**config.mk**
```make
export PLATFORM = sky130hd
export DESIGN_NAME = dual_stack_shared_memory
export DESIGN_NICKNAME = d
export VERILOG_FILES = /design/src/dssm_pkg.sv /design/src/dual_stack_shared_memory.sv /design/src/dssm_ram.sv
export SDC_FILE = /design/constraint.sdc
export NUM_CORES = 2
export LEC_CHECK = 0
export BUFFER_PORTS_ARGS = -buffer_cell sky130_fd_sc_hd__clkbuf_2
export CORE_UTILIZATION = 44
export CTS_CLUSTER_DIAMETER = 100
export DETAILED_ROUTE_END_ITERATION = 10
export GPL_TIMING_DRIVEN = 0
export HOLD_SLACK_MARGIN = 0.05
export PLACE_DENSITY = 0.58
export SLEW_MARGIN = 20
export SYNTH_ARGS = -nofsm -noshare
export SYNTH_HDL_FRONTEND = slang
export SYNTH_SLANG_ARGS = --single-unit
```
**constraint.sdc**
```tcl
create_clock -name clk -period 6.7 [get_ports clk]
set_input_delay 0.335 -clock clk [delete_from_list [all_inputs] [get_ports clk]]
set_output_delay 0.335 -clock clk [all_outputs]
set_load 0.01 [all_outputs]
```
**src/dssm_pkg.sv**
```systemverilog
// Shared types and constants for the dual stack block that keeps two stacks in one memory.
// It has no dependencies. The top level and the storage array import it.
package dssm_pkg;

  // Default memory depth and the fixed field widths.
  localparam int DSSM_DEPTH = 64;
  localparam int CAP_W      = 7;
  localparam int WORD_W     = 32;

  // Command codes on the cmd field. Code 3 is ignored.
  localparam logic [1:0] CMD_PUSH = 2'd0;
  localparam logic [1:0] CMD_POP  = 2'd1;
  localparam logic [1:0] CMD_DUMP = 2'd2;

  // Status codes on the status field.
  localparam logic [1:0] STATUS_OK    = 2'd0;
  localparam logic [1:0] STATUS_FULL  = 2'd1;
  localparam logic [1:0] STATUS_EMPTY = 2'd2;

  // Sequencer states.
  typedef enum logic [1:0] {
    ST_IDLE,
    ST_READ,
    ST_DUMP
  } state_t;

endpackage

```
**src/dual_stack_shared_memory.sv**
```systemverilog
// Top level of the dual stack block. It holds the stack counters, the sequencer and the output
// register. It depends on dssm_pkg and dssm_ram.
//
// Usage: each input beat (cmd, side, value) is a push, a pop or a dump on the lower stack
// (side 0, grows up from entry 0) or the upper stack (side 1, grows down from entry
// capacity-1). Both stacks share one synchronous memory of DEPTH words. Results leave on the
// output channel as beats of (status, data, last).
// A push registers its result at the accept edge and leaves the block idle for the next beat.
// A pop issues the memory read at the accept edge and loads the registered read data from the
// read state. A dump first reads the stack's bottom word, then gives one beat per cycle for
// each stored word while the receiver does not stall. Its rate is set by the single read port.
// An empty pop or dump or a full push yields a status beat from idle; code 3 yields none.
// The output register releases a beat when the receiver does not stall. A new input beat is
// taken in the same cycle in which the pending result leaves. While out_stall is high the
// block holds its result, and it stalls the input or pauses a dump walk.
// A write to capacity (values 0 and above DEPTH are clamped) empties both stacks. Write it
// only while the block is idle. Reset empties both stacks, sets the capacity to DEPTH and
// needs no clearing pass, because no entry is read before it has been written.
module dual_stack_shared_memory import dssm_pkg::*; #(
  parameter int DEPTH = DSSM_DEPTH
) (
  input  logic                     clk,
  input  logic                     rst,
  // configuration
  input  logic                     capacity_write,
  input  logic [CAP_W-1:0]         capacity,
  // input channel
  input  logic                     in_valid,
  output logic                     in_stall,
  input  logic [1:0]               cmd,
  input  logic                     side,
  input  logic signed [WORD_W-1:0] value,
  // output channel
  output logic                     out_valid,
  input  logic                     out_stall,
  output logic [1:0]               status,
  output logic signed [WORD_W-1:0] data,
  output logic                     last
);

  localparam int AW = $clog2(DEPTH);
  localparam int CW = $clog2(DEPTH + 1);

  state_t state, state_next;

  logic [CW-1:0] cap_eff;
  logic [CW-1:0] lower_count, lower_count_next;
  logic [CW-1:0] upper_count, upper_count_next;
  logic [CW-1:0] dump_cursor, dump_cursor_next;
  logic          op_side, op_side_next;

  logic              mem_we, mem_re;
  logic [AW-1:0]     mem_waddr, mem_raddr;
  logic [WORD_W-1:0] mem_rdata;

  logic              out_free, accept;
  logic [CW-1:0]     sel_count, dump_count, cursor_inc;
  logic              mem_full, dump_last;
  logic              load;
  logic [1:0]        load_status;
  logic [WORD_W-1:0] load_data;

  dssm_ram #(
    .DEPTH (DEPTH),
    .AW    (AW)
  ) u_ram (
    .clk   (clk),
    .we    (mem_we),
    .waddr (mem_waddr),
    .wdata (value),
    .re    (mem_re),
    .raddr (mem_raddr),
    .rdata (mem_rdata)
  );

  // Handshake and shared conditions.
  assign out_free   = !out_valid || !out_stall;
  assign in_stall   = !((state == ST_IDLE) && out_free);
  assign accept     = in_valid && !in_stall;
  assign sel_count  = side ? upper_count : lower_count;
  assign dump_count = op_side ? upper_count : lower_count;
  assign cursor_inc = CW'(dump_cursor + CW'(1));
  assign dump_last  = (cursor_inc == dump_count);
  assign mem_full   = ({1'b0, lower_count} + {1'b0, upper_count}) >= {1'b0, cap_eff};

  // Next state.
  always_comb begin
    state_next = state;
    case (state)
      ST_IDLE: begin
        if (accept && sel_count != '0) begin
          if (cmd == CMD_POP) begin
            state_next = ST_READ;
          end else if (cmd == CMD_DUMP) begin
            state_next = ST_DUMP;
          end
        end
      end
      ST_READ: begin
        state_next = ST_IDLE;
      end
      ST_DUMP: begin
        if (out_free && dump_last) begin
          state_next = ST_IDLE;
        end
      end
      default: begin
        state_next = ST_IDLE;
      end
    endcase
  end

  // Memory accesses, counter updates and result loads for each state.
  always_comb begin
    mem_we           = 1'b0;
    mem_re           = 1'b0;
    mem_waddr        = '0;
    mem_raddr        = '0;
    load             = 1'b0;
    load_status      = STATUS_OK;
    load_data        = '0;
    lower_count_next = lower_count;
    upper_count_next = upper_count;
    dump_cursor_next = dump_cursor;
    op_side_next     = op_side;
    case (state)
      ST_IDLE: begin
        if (accept) begin
          op_side_next = side;
          case (cmd)
            CMD_PUSH: begin
              load = 1'b1;
              if (mem_full) begin
                load_status = STATUS_FULL;
              end else begin
                mem_we = 1'b1;
                if (side) begin
                  mem_waddr        = AW'(cap_eff - CW'(1) - upper_count);
                  upper_count_next = CW'(upper_count + CW'(1));
                end else begin
                  mem_waddr        = AW'(lower_count);
                  lower_count_next = CW'(lower_count + CW'(1));
                end
              end
            end
            CMD_POP: begin
              if (sel_count == '0) begin
                load        = 1'b1;
                load_status = STATUS_EMPTY;
              end else begin
                mem_re = 1'b1;
                if (side) begin
                  mem_raddr        = AW'(cap_eff - upper_count);
                  upper_count_next = CW'(upper_count - CW'(1));
                end else begin
                  mem_raddr        = AW'(lower_count - CW'(1));
                  lower_count_next = CW'(lower_count - CW'(1));
                end
              end
            end
            CMD_DUMP: begin
              if (sel_count == '0) begin
                load        = 1'b1;
                load_status = STATUS_EMPTY;
              end else begin
                mem_re           = 1'b1;
                mem_raddr        = side ? AW'(cap_eff - CW'(1)) : '0;
                dump_cursor_next = '0;
              end
            end
            default: begin
              load = 1'b0;
            end
          endcase
        end
      end
      ST_READ: begin
        load      = 1'b1;
        load_data = mem_rdata;
      end
      ST_DUMP: begin
        if (out_free) begin
          load      = 1'b1;
          load_data = mem_rdata;
          if (dump_last) begin
            dump_cursor_next = '0;
          end else begin
            dump_cursor_next = cursor_inc;
            mem_re           = 1'b1;
            mem_raddr        = op_side ? AW'(cap_eff - CW'(1) - cursor_inc) : AW'(cursor_inc);
          end
        end
      end
      default: begin
        load = 1'b0;
      end
    endcase
  end

  // Control registers and configuration.
  always_ff @(posedge clk) begin
    if (rst) begin
      state       <= ST_IDLE;
      cap_eff     <= CW'(DEPTH);
      lower_count <= '0;
      upper_count <= '0;
      dump_cursor <= '0;
      op_side     <= 1'b0;
    end else if (capacity_write) begin
      state       <= ST_IDLE;
      lower_count <= '0;
      upper_count <= '0;
      dump_cursor <= '0;
      if (capacity == '0) begin
        cap_eff <= CW'(1);
      end else if (capacity > CAP_W'(DEPTH)) begin
        cap_eff <= CW'(DEPTH);
      end else begin
        cap_eff <= CW'(capacity);
      end
    end else begin
      state       <= state_next;
      lower_count <= lower_count_next;
      upper_count <= upper_count_next;
      dump_cursor <= dump_cursor_next;
      op_side     <= op_side_next;
    end
  end

  // Output register valid flag.
  always_ff @(posedge clk) begin
    if (rst) begin
      out_valid <= 1'b0;
    end else if (load) begin
      out_valid <= 1'b1;
    end else if (!out_stall) begin
      out_valid <= 1'b0;
    end
  end

  // Output register payload. A pop or push result is always the final one of its item.
  always_ff @(posedge clk) begin
    if (load) begin
      status <= load_status;
      data   <= load_data;
      last   <= (state == ST_DUMP) ? dump_last : 1'b1;
    end
  end

  // The two stacks never hold more words than the effective capacity.
  a_no_overlap: assert property (@(posedge clk) disable iff (rst)
    ({1'b0, lower_count} + {1'b0, upper_count}) <= {1'b0, cap_eff})
    else $error("stack counts exceed capacity");

  // The pop read returns into an empty output register.
  a_read_slot_free: assert property (@(posedge clk) disable iff (rst)
    (state == ST_READ) |-> !out_valid)
    else $error("pop result would overwrite a pending beat");

  // A dump walk stays inside the stack being dumped.
  a_cursor_in_stack: assert property (@(posedge clk) disable iff (rst)
    (state == ST_DUMP) |-> (dump_cursor < dump_count))
    else $error("dump cursor beyond stack top");

  // The cursor rests at zero outside a dump.
  a_cursor_idle: assert property (@(posedge clk) disable iff (rst)
    (state != ST_DUMP) |-> (dump_cursor == '0))
    else $error("dump cursor not cleared");

endmodule

```
**src/dssm_ram.sv**
```systemverilog
// Word storage for the two stacks: one write port, one read port, and registered read data.
// It depends on dssm_pkg for the word width.
module dssm_ram import dssm_pkg::*; #(
  parameter int DEPTH = DSSM_DEPTH,
  parameter int AW    = $clog2(DEPTH)
) (
  input  logic              clk,
  input  logic              we,
  input  logic [AW-1:0]     waddr,
  input  logic [WORD_W-1:0] wdata,
  input  logic              re,
  input  logic [AW-1:0]     raddr,
  output logic [WORD_W-1:0] rdata
);

  logic [WORD_W-1:0] mem [DEPTH];

  // The write port.
  always_ff @(posedge clk) begin
    if (we) begin
      mem[waddr] <= wdata;
    end
  end

  // The read port. Data holds while no read is issued.
  always_ff @(posedge clk) begin
    if (re) begin
      rdata <= mem[raddr];
    end
  end

endmodule

```
# Word level (Yosys, flattened, before mapping)
# Memories as Yosys holds them, arrays and structs flattened. A register that Yosys moved wholly into a read port is not among the register bits.
# Index checks and enable logic that the tools add are counted.
# word_totals
mem_bits_rw	2048
in_bits	47
reg_bits	67
rom_bits	0
latchBits	0
memories	1
# mem_list
memory	depth	width	read_ports	rd_clocked_by_memory_dff	wr	line	text
u_ram.mem	64	32	1	1	1	dssm_ram.sv:16	logic [WORD_W-1:0] mem [DEPTH];
# op_classes
addsub	10
n_eq_ne	19
order_cmp	2
shifts	0
div	0
n_reduce_logical	23
bitwise_logic	1
multipliers	0
mux	64
# ops
operator	count
$mux W7	17
$mux W6	13
$pmux W32 S2	1
$pmux W7 S2	3
$mux W32	1
$pmux W6 S2	2
$add A7 B1 Y7 const B	3
$ne A2 B2 Y1 const B	10
$sub A6 B6 Y6	3
$mux W1	17
$logic_not A7 Y1	2
$reduce_and A7 Y1	2
$sub A7 B1 Y7 const B	2
$mux W2	5
$add A7 B7 Y8	1
$ge A8 B7 Y1	1
$pmux W2 S2	2
$eq A7 B7 Y1	1
$gt A7 B7 Y1 const B	1
$reduce_bool A7 Y1	1
$ne A2 B1 Y1 const B	3
$reduce_and A3 Y1	2
$sub A6 B1 Y6 const B	1
$reduce_and A5 Y1	1
other kinds (13)	24

# Logic depth before layout (Yosys ltp)
# depth
depth_word	8
ltp_mapped	16

# Modules after synthesis
# Synthesis repeated with hierarchy kept, for this count alone.
# hier_totals
hier_cells	4079
hier_area_um2	84304.6
# modules_own_cells
mod	area_each_um2	cells_per_inst	seq_area_each_um2	instances
dssm_ram	79317.3	3523	62459.9	1
dual_stack_shared_memory	4987.3	556	1691.6	1

# Worst setup path before layout
# Ideal clock, no wire load.
# synth_timing
path_type	reg-to-reg
from	reg upper_count[0]
to	mem u_ram.mem[39][0], enable pin
setup_ns	0.421
arrival_ns	4.247
required_ns	6.279
period_less_slack_ns	4.668
n_path_buf	1
path_stages_with_launch	13
slack_ns	2.032
path_cell_list	dfxtp_1 ha_1 fa_1 ha_1 a21o_1 a21o_1 a21o_1 a21o_1 a21oi_1 o2111a_1 clkbuf_1 nand3_1 nor2_1
# synth_between
elab_chain_len	8
# synth_lines
item	line	text
start, declared	dual_stack_shared_memory.sv:48	logic [CW-1:0] upper_count, upper_count_next;
start signal, assigned	dual_stack_shared_memory.sv:224	upper_count <= upper_count_next;
$add A7 B7 Y8	dual_stack_shared_memory.sv:84	assign mem_full = ({1'b0, lower_count} + {1'b0, upper_count}) >= {1'b0, cap_eff};
$ge A8 B7 Y1	dual_stack_shared_memory.sv:84	
$mux W1	dual_stack_shared_memory.sv:133	if (mem_full) begin
$mux W1	dual_stack_shared_memory.sv:130	case (cmd)
$mux W1	dual_stack_shared_memory.sv:128	if (accept) begin
$mux W1	dual_stack_shared_memory.sv:126	case (state)
$mux W1	dssm_ram.sv:20	if (we) begin
$mux W1 (not written as such)	dssm_ram.sv:21	mem[waddr] <= wdata;
end, declared	dssm_ram.sv:16	
# Several ways; a longest one is shown, not always the timed one.

# Worst setup path in the final report
# layout_timing
from	reg upper_count[1]
to	reg u_ram.rdata[2], read port of u_ram.mem, data pin
# layout_between
elab_chain_len	6
# layout_lines
item	line	text
$sub A6 B6 Y6 / $mux W7 (equally long branches)	dual_stack_shared_memory.sv:153, dual_stack_shared_memory.sv:80	
$mux W6 / $logic_not A7 Y1 (equally long branches)	dual_stack_shared_memory.sv:152, dual_stack_shared_memory.sv:147, dual_stack_shared_memory.sv:162	
$mux W6 (tied with other cells)	dual_stack_shared_memory.sv:147	if (sel_count == '0) begin
$pmux W6 S2 / $mux W1 (equally long branches)	-	
$mux W6 / $mux W1 (equally long branches)	dual_stack_shared_memory.sv:128	
$pmux W6 S2 / $pmux W1 S2 (equally long branches)	dual_stack_shared_memory.sv:126	
end, declared	dssm_ram.sv:13	output logic [WORD_W-1:0] rdata
# Several ways; a longest one is shown, not always the timed one.
# A chain may end at the register's enable or synchronous reset.

==> impl_metrics.py <==
metrics = {
    "status": {
        "outcome": "complete, no violations",
    },
    "drt": {
        "first_pass_iters": 6,
        "ant_nets": 0,
        "via_per_inst": 6.22,
        "num_vias": 54900,
        "post-route-drc-count": 0,
        "drt_iter0_markers": 8385,
        "detail_route.wl_per_cell_um": 32.7,
        "wirelength_um": 289000,
    },
    "timing": {
        "whs_ns": 0.155,
        "rsz0062_at_grt": "no",
        "min_period_over_period_pct": 99.5,
        "finalMaxSlewViolations": 0,
        "maxSlewHeadroom_pct": 13.5,
        "max_freq_ghz": 0.150,
        "setup-tns-final_ns": 0,
        "final-setup-viol-count": 0,
        "hold_violations": 0,
        "period_needed_ns": 6.67,
        "worst_pin_slew_ns": 1.29,
        "finClkSkew_ns": 0.0339,
    },
    "critical_path": {
        "crit_fanout": 10,
        "startpoint_type": "register",
        "arrival_ns": 7.07,
        "endpoint_kind": "register",
        "crit_path_start": "upper_count[1]",
        "crit_end": "u_ram.rdata[2]",
        "reg2reg_depth": 11,
        "r2r_start": "upper_count[1]",
        "crit_required_ns": 7.10,
        "r2r_end": "u_ram.rdata[2]",
        "reg2reg_slack_ns": 0.03,
        "critPathKind": "reg -> reg",
    },
    "clock_tree": {
        "cts_buffers": 215,
        "clk_pin_slew_worst_paths_ns": 0.06,
        "post_cts_resized": 0,
        "cts.path.max_buffers": 3,
        "clock_sinks": 2147,
        "cts_tree": "yes",
        "cts_setup_buffers": 0,
        "holdBufCountCts": 44,
        "insertion_delay_ns": 0.87,
        "h-tree-depth": 4,
        "clockRootBuffer": "clkbuf_16",
    },
    "grt": {
        "grt_max_degree": 65,
        "met3_usage_pct": 6.54,
        "antenna_found_initial": 25,
        "met1_usage_pct": 39.6,
        "track_usage_pct": 28.8,
        "grt_pass1_wl_um": 397000,
        "overflow": 0,
        "grt_pass1_vias": 51400,
        "busiest_layer": "met2",
        "use_met2_pct": 43.5,
    },
    "floorplanning": {
        "dieArea_sq_um": 196000,
        "start_util_pct": 44.4,
        "ios": 84,
        "die_y_um": 443,
        "core_sq_um": 193000,
        "fp.dieW_um": 443,
        "fp-row-count": 161,
    },
    "pwr": {
        "power_density_nw_per_um2": 279,
        "peakVddDrop_mv": 0.221,
        "p_leak_nw": 35.2,
        "power_mw": 27.7,
    },
    "final_layout": {
        "drive_gt1_share_pct": 13.0,
        "fin_cells": 8815,
        "fill_cells": 16000,
        "area_growth_pct": 16.0,
        "fin_nets": 6206,
        "fin_util_pct": 51.5,
    },
    "logic_synthesis": {
        "postSynthCellCount": 5657,
        "postSynth.asyncResetShare_pct": 0,
        "yosys_register_bits": 2147,
        "synth_top_cells_by_count": "edfxtp_1 (2115), nand2_1 (835), a21oi_1 (606), mux2i_1 (396), a221oi_1 (297)",
        "synth.most_common_cell": "edfxtp_1",
        "synth_edf_count": 2115,
        "yosys_warnings": 0,
        "yosysUniqueCellTypes": 73,
        "yosys_most_used_dff": "edfxtp_1",
        "yosysTopAreaCell": "edfxtp_1",
        "syn_area_sq_um": 85600,
        "synth_area_leaders": "edfxtp_1 (74%), mux2i_1 (4.6%), nand2_1 (3.7%)",
        "syn_nets": 5755,
        "synth_area_per_cell_sq_um": 15.1,
        "yosysSeqAreaShare_pct": 74.9,
        "synth_top_area_share_pct": 74.2,
    },
    "worst_hold_path": {
        "holdCritPathClass": "in -> reg",
    },
    "placement": {
        "dp_cells": 8373,
        "hpwl_um": 199000,
        "io_buffers": 83,
        "place_congestion": 0.962,
    },
    "run": {
        "cap_violations": 0,
    },
}
==> flip-flops by register name, indices dropped and copies added (netlist names) <==
name and cells:
out_valid 1, u_ram.rdata 32, data 32, status 2, op_side 1, cap_eff 7, last 1, state 2
upper_count 7, u_ram.mem 2048, lower_count 7, dump_cursor 7
==> logic make-up (layout without fill, tap and decap cells) <==
family	count (synthesis)	count (layout)	synth area share, %
AO/OA/AOI/OAI	1315	1315	10.4
XOR/XNOR	43	43	0.472
adder cells (fa/ha/maj)	51	51	0.789
buffers and inverters	425	1054	2.43
flip-flops	2147	2147	74.9
multiplexers	397	397	4.64
other	0	3	0
AND/OR/NAND/NOR	1279	1279	6.37
==> through the flow <==
step                      setup WS (ns)  area [sq um]
after global routing              0.151         99300
after CTS                         0.368         99300
after floorplan                    2.03         85600
after global placement            -1.13         89200
after detailed placement          0.354         92200
final                            0.0316         99300
==> where the power goes <==
part	switching (mW)	internal (mW)	leakage [nW]	total [mW]
Clock	5.15	6.37	3.23	11.5
Sequential	0.0175	14.8	19.3	14.8
Combinational	1.01	0.364	12.7	1.37
Total	6.17	21.5	35.2	27.7
==> worst max-delay path, stage by stage, from the launching register on <==
cell,delay [ns]
dfxtp_1,0.59
inv_1,0.29
fa_1,0.57
a22oi_1,0.07
mux2i_1,0.38
a22o_1,0.36
buf_2,0.49
buf_2,0.51
clkbuf_1,0.76
a221oi_1,0.35
o41ai_1,1.16
nand4_1,0.67
==> layout by cell type (no fill, tap or decap), drive strengths merged, types with 9 or more instances in the layout <==
cell	n
bufinv	11
a221oi	297
mux2i	396
and2	35
ha	46
clkbuf	509
a32oi	20
a21oi	616
dlygate4sd3	44
buf	348
o41ai	43
o22ai	52
a21o	22
nand3	166
edfxtp	2115
nor2	126
xnor2	29
nand2	836
and4	11
o21ai	32
clkinv	100
nand4	57
a22oi	25
nor2b	14
a211oi	9
dfxtp	32
o22a	20
o31ai	51
a22o	89
xor2	12
inv	39
==> routing by layer <==
layer / routed length [um] / vias to the layer above
li1: - / 23000
met1: 114000 / 27900
met2: 129000 / 3302
met3: 31000 / 624
met4: 14900 / 16
met5: 100 / -
==> worst min path at each step <==
stage	from	endpoint	slack (ns)	cells after the start
3_5_place_dp	state[1]	state[1]	0.50	2
3_3_place_gp	state[1]	state[1]	0.48	2
4_1_cts	rst	cap_eff[6]	0.1	3
6_report	rst	cap_eff[6]	0.15	3
2_1_floorplan	value[0]	u_ram.mem[0][0]	0.43	0
5_1_grt	rst	cap_eff[6]	0.17	3
==> layout make-up <==
cell class              instances  area (sq um)  area share [%]
diodes                          3          7.51         0.00756
multi-input cells            3085         20000            20.2
inverters                      36           135           0.136
well taps                    2526          3160            3.18
plain buffers                 389          1950            1.96
repair buffers                234          3260            3.28
clock buffers                 278          5660            5.70
flip-flops and latches       2147         64200            64.6
clock inverters               117           968           0.975
(Power assumes the default switching activity.)
